[src/hw/rtl/spl_pkg.sv]
// Shared types, widths and codes for the sorted price level table.
`timescale 1ns / 1ps
`default_nettype none
package spl_pkg;

    localparam int KEY_W     = 20;
    localparam int PRICE_W   = 17;
    localparam int SIZE_W    = 40;
    localparam int DEPTH_DEF = 32;

    typedef struct packed {
        logic [KEY_W-1:0]   key;
        logic [PRICE_W-1:0] price;
        logic [SIZE_W-1:0]  size;
    } t_level;

    typedef logic [2:0] t_op;

    localparam t_op OP_HOLD   = 3'd0;
    localparam t_op OP_UPDATE = 3'd1;
    localparam t_op OP_CLEAR  = 3'd2;
    localparam t_op OP_ROT_L  = 3'd3;
    localparam t_op OP_ROT_R  = 3'd4;

    typedef struct packed {
        t_op  op;
        logic match_any;
        logic size_zero;
        logic can_insert;
    } t_cell_ctrl;

    localparam logic CFG_DESC   = 1'b0;
    localparam logic CFG_KEYPOS = 1'b1;

    localparam logic REQ_CLEAR = 1'b1;

endpackage
`default_nettype wire

[src/hw/rtl/spl_cell.sv]
// One cell of the level chain: holds one level and trades it with its neighbours.
`timescale 1ns / 1ps
`default_nettype none
module spl_cell (
    input  wire logic               i_clk,
    input  wire logic               i_rst_n,
    input  wire spl_pkg::t_cell_ctrl i_ctrl,
    input  wire spl_pkg::t_level    i_new,
    input  wire spl_pkg::t_level    i_left,
    input  wire logic               i_left_valid,
    input  wire logic               i_left_lt,
    input  wire spl_pkg::t_level    i_right,
    input  wire logic               i_right_valid,
    output spl_pkg::t_level         o_level,
    output logic                    o_valid,
    output logic                    o_lt,
    output logic                    o_match
);

    spl_pkg::t_level r_level;
    spl_pkg::t_level n_level;
    logic            r_valid;
    logic            n_valid;
    logic            w_lt;
    logic            w_match;

    assign w_lt    = r_valid && (r_level.key < i_new.key);
    assign w_match = r_valid && (r_level.key == i_new.key);

    always_comb begin
        n_valid = r_valid;
        n_level = r_level;
        unique case (i_ctrl.op)
            spl_pkg::OP_UPDATE: begin
                if (i_ctrl.match_any) begin
                    if (i_ctrl.size_zero) begin
                        if (!w_lt) begin
                            n_valid = i_right_valid;
                            n_level = i_right;
                        end
                    end else if (w_match) begin
                        n_level.price = i_new.price;
                        n_level.size  = i_new.size;
                    end
                end else if (!i_ctrl.size_zero && i_ctrl.can_insert && !w_lt) begin
                    if (i_left_lt) begin
                        n_valid = 1'b1;
                        n_level = i_new;
                    end else begin
                        n_valid = i_left_valid;
                        n_level = i_left;
                    end
                end
            end
            spl_pkg::OP_CLEAR: begin
                n_valid = 1'b0;
            end
            spl_pkg::OP_ROT_L: begin
                n_valid = i_right_valid;
                n_level = i_right;
            end
            spl_pkg::OP_ROT_R: begin
                n_valid = i_left_valid;
                n_level = i_left;
            end
            default: begin
                n_valid = r_valid;
                n_level = r_level;
            end
        endcase
    end

    always_ff @(posedge i_clk) begin
        if (!i_rst_n) begin
            r_valid <= 1'b0;
        end else begin
            r_valid <= n_valid;
        end
    end

    always_ff @(posedge i_clk) begin
        r_level <= n_level;
    end

    assign o_level = r_level;
    assign o_valid = r_valid;
    assign o_lt    = w_lt;
    assign o_match = w_match;

endmodule
`default_nettype wire

[config.mk]
export PLATFORM = sky130hd
export DESIGN_NAME = spl_cell
export DESIGN_NICKNAME = d
export VERILOG_FILES = /design/src/hw/rtl/spl_pkg.sv /design/src/hw/rtl/spl_cell.sv
export SDC_FILE = /design/constraint.sdc
export NUM_CORES = 1
export LEC_CHECK = 0
export BUFFER_PORTS_ARGS = -buffer_cell sky130_fd_sc_hd__buf_2
export CAP_MARGIN = 20
export CORE_AREA = 3 3 124 126
export CTS_CLUSTER_SIZE = 10
export DETAILED_ROUTE_END_ITERATION = 6
export DIE_AREA = 0 0 127 129
export PLACE_DENSITY = 0.85
export SKIP_LAST_GASP = 1
export SLEW_MARGIN = 10
export SYNTH_ARGS = -nofsm -noshare
export SYNTH_HDL_FRONTEND = slang
export SYNTH_SLANG_ARGS = --single-unit
[constraint.sdc]
create_clock -name i_clk -period 12.1 [get_ports i_clk]
set_clock_uncertainty 0.15 [all_clocks]
set_input_delay 1.815 -clock i_clk [delete_from_list [all_inputs] [get_ports i_clk]]
set_output_delay 1.815 -clock i_clk [all_outputs]
set_load 0.01 [all_outputs]
==> flow_summary.json <==
{
  "avgSynthCellArea_um2": 10.5,
  "num_io_pins": 322,
  "clock_path_buffers": 2,
  "holdWs_ns": 0.390,
  "cts_tree": "yes",
  "wl_met1_um": 7380,
  "cts-root-buf": "clkbuf_16",
  "yosys_warnings": 0,
  "clkLatencyLatePin_ns": 0.33,
  "mappedNetlistArea_mm2": 0.00596,
  "reg2reg_from": "o_level[75]",
  "synthTopCellsByArea": "edfxtp_1, a211oi_1, a221o_1, mux2i_1, nor2b_1",
  "vias": 6160,
  "dp_slack_ns": 6.72,
  "yosysTopAreaCell": "edfxtp_1",
  "path_depth": 9,
  "hold_start": "o_valid",
  "switching_share_pct": 27.3,
  "drive_above_1_share_pct": 41.2,
  "max-vdd-ir-drop_mv": 0.0718,
  "slew_viol_final": 0,
  "grt_setup_unrepaired": "no",
  "power_density_mw_per_mm2": 109,
  "syn_nets": 831,
  "grt_pass1_wl_um": 29300,
  "fin_crit_ns": 5.39,
  "worst_setup_path_start_kind": "input port",
  "dp_hpwl_um": 14100,
  "critical_path_class": "input port to primary output",
  "ys_seq_elements": 78,
  "final.setup.tns_ns": 0,
  "finalNetCount": 1114,
  "combinationalPowerShare_pct": 25.8,
  "die_area_mm2": 0.0164,
  "post_cts_buffers": 0,
  "max_stage_delay_ns": 0.55,
  "hold_depth": 1,
  "core_area_mm2": 0.0144,
  "register_area_mm2": 0.00233,
  "worst_pin_slew_ns": 0.886,
  "initial_core_util_pct": 41.3,
  "dieHeight_um": 129,
  "ys_seq_area_share_pct": 39.1,
  "synth_edf_count": 77,
  "synth_flop_cell": "edfxtp_1",
  "path_delay_family": "simple AND/OR/NAND/NOR gates",
  "finalSetupViolations": 0,
  "crit_buf_inv": 4,
  "crit_required_ns": 10.14,
  "rows": 44,
  "drc_errors": 0,
  "grt_pass1_vias": 5887,
  "switchingPower_mw": 0.237,
  "cp-end-kind": "primary output",
  "fin_cells": 1041,
  "vias_per_cell": 5.92,
  "flow.area_growth_from_synthesis_pct": 33.7,
  "routedWlPerCell_um": 18.6,
  "status": "finished clean",
  "leakage_nw": 3.58,
  "slew_headroom_pct": 40.9,
  "cts_resized": 0,
  "syn_inst": 569,
  "top_layer_used": "met4",
  "numCtsBuffers": 9,
  "drtAntennaViolNets": 0,
  "netlist.area_leader.share_pct": 38.8,
  "fp.dieW_um": 127,
  "met2_wirelength_um": 9780,
  "ctsHoldBuffers": 0,
  "synth_most_common_cell": "a211oi_1",
  "htreeDepth": 3,
  "grt_antenna_before_repair": 1,
  "multi_input_area_mm2": 0.00324,
  "gr-total-overflow": 0,
  "power.share.sequential_pct": 38.6,
  "critical_path.slowest_cell": "or4_1",
  "cp_max_fo": 4,
  "period_share_pct": 44.6,
  "clk_pin_slew_ns": 0.05,
  "fmax_mhz": 185,
  "hold_class": "register to register",
  "n_fill_cell": 1286,
  "wl_met3_um": 1900,
  "grt_max_degree": 87,
  "arrival_ns": 3.43,
  "power_mw": 0.868,
  "p_clk_share_pct": 35.6,
  "grt_usage_pct": 22.3,
  "path_cells": "buf_2 > inv_1 > ha_1 > nand4_2 > or4_1 > a21o_1 > nand3_2 > inv_1 > buf_2",
  "place_inst": 1024,
  "async_flop_share_pct": 0,
  "synthTopCellsByCount": "a211oi_1, edfxtp_1, nor2b_1",
  "firstDrtPassIters": 7,
  "yosysUniqueCellTypes": 43,
  "gp_routability_congestion": 0.831,
  "worst_slack_ns": 6.71,
  "p_int_mw": 0.632,
  "cts.sinks": 78,
  "finalHoldViolCount": 0,
  "critPathLaunch": "i_new[75]",
  "io_buffers": 321,
  "maxCapViolCount": 0,
  "drt-initial-drc-count": 480,
  "r2r_cells": 8,
  "wl_um": 19400
}
-- area by class of cell --
class                           count  share of cell area (%)
Antenna cell                        1                  0.0314
Clock buffer                       10                    2.87
Clock inverter                      5                    1.24
Inverter                           43                    2.02
Multi-Input combinational cell    390                    40.6
Sequential cell                    78                    29.3
Tap cell                          184                    2.89
Timing Repair Buffer              330                    21.1
-- logic make-up (layout without fill, tap and decap cells) --
logic type               count (synthesis)  after routing  share of synthesized area (%)
multiplexers                            58             58                           9.76
adder cells (fa/ha/maj)                 20             20                           4.20
buffers and inverters                  101            388                           7.11
AO/OA/AOI/OAI                          219            219                           30.2
other                                    0              1                              0
flip-flops                              78             78                           39.1
AND/OR/NAND/NOR                         93             93                           9.61
-- metrics by stage --
step	cell area, um^2	util (%)
2_1_floorplan	5960	-
3_3_place_gp	7630	52.9
3_5_place_dp	7630	52.9
4_1_cts	7960	55.2
5_1_grt	7970	55.3
6_report	7970	55.3
-- sequential cells by signal, indices dropped and copies added (netlist names) --
register  flops
o_level      77
o_valid       1
-- cells in the final DEF, fill, tap and decap left out, types with 2 or more instances in the layout --
| master | count |
|---|---|
| nor2_1 | 4 |
| edfxtp_1 | 77 |
| a21o_1 | 2 |
| nand3_1 | 2 |
| ha_1 | 20 |
| a21oi_1 | 12 |
| a222oi_1 | 20 |
| clkbuf_16 | 9 |
| a221o_1 | 57 |
| nor3_1 | 2 |
| a211oi_1 | 114 |
| or3_1 | 2 |
| nand4_1 | 3 |
| nand2b_1 | 5 |
| buf_4 | 12 |
| nor2b_1 | 59 |
| inv_1 | 43 |
| mux2i_1 | 57 |
| buf_2 | 318 |
| nand2_1 | 6 |
| o21ai_0 | 4 |
| bufinv_16 | 3 |
-- metal layers --
metal | vias up | GRT usage, %
li1 | 2900 | -
met1 | 2910 | 26.5
met2 | 328 | 38.8
met3 | 22 | 6.27
met4 | 0 | 8.20
met5 | - | 0
-- power by group through the flow --
stage | registers [mW] | logic (mW) | clock network [mW]
2_1_floorplan | 0.354 | 0.117 | 0
3_3_place_gp | 0.340 | 0.218 | 0
3_5_place_dp | 0.341 | 0.224 | 0
4_1_cts | 0.335 | 0.224 | 0.314
5_1_grt | 0.337 | 0.247 | 0.324
6_report | 0.335 | 0.224 | 0.309
-- path summary, 6_finish.rpt --
path,slack [ns],endpoint
max reg2reg,8.53,o_level[49]
min reg2reg,0.39,o_valid
min,0.39,o_valid
max,6.71,o_lt
No activity file was read; power rests on OpenSTA's default activity.
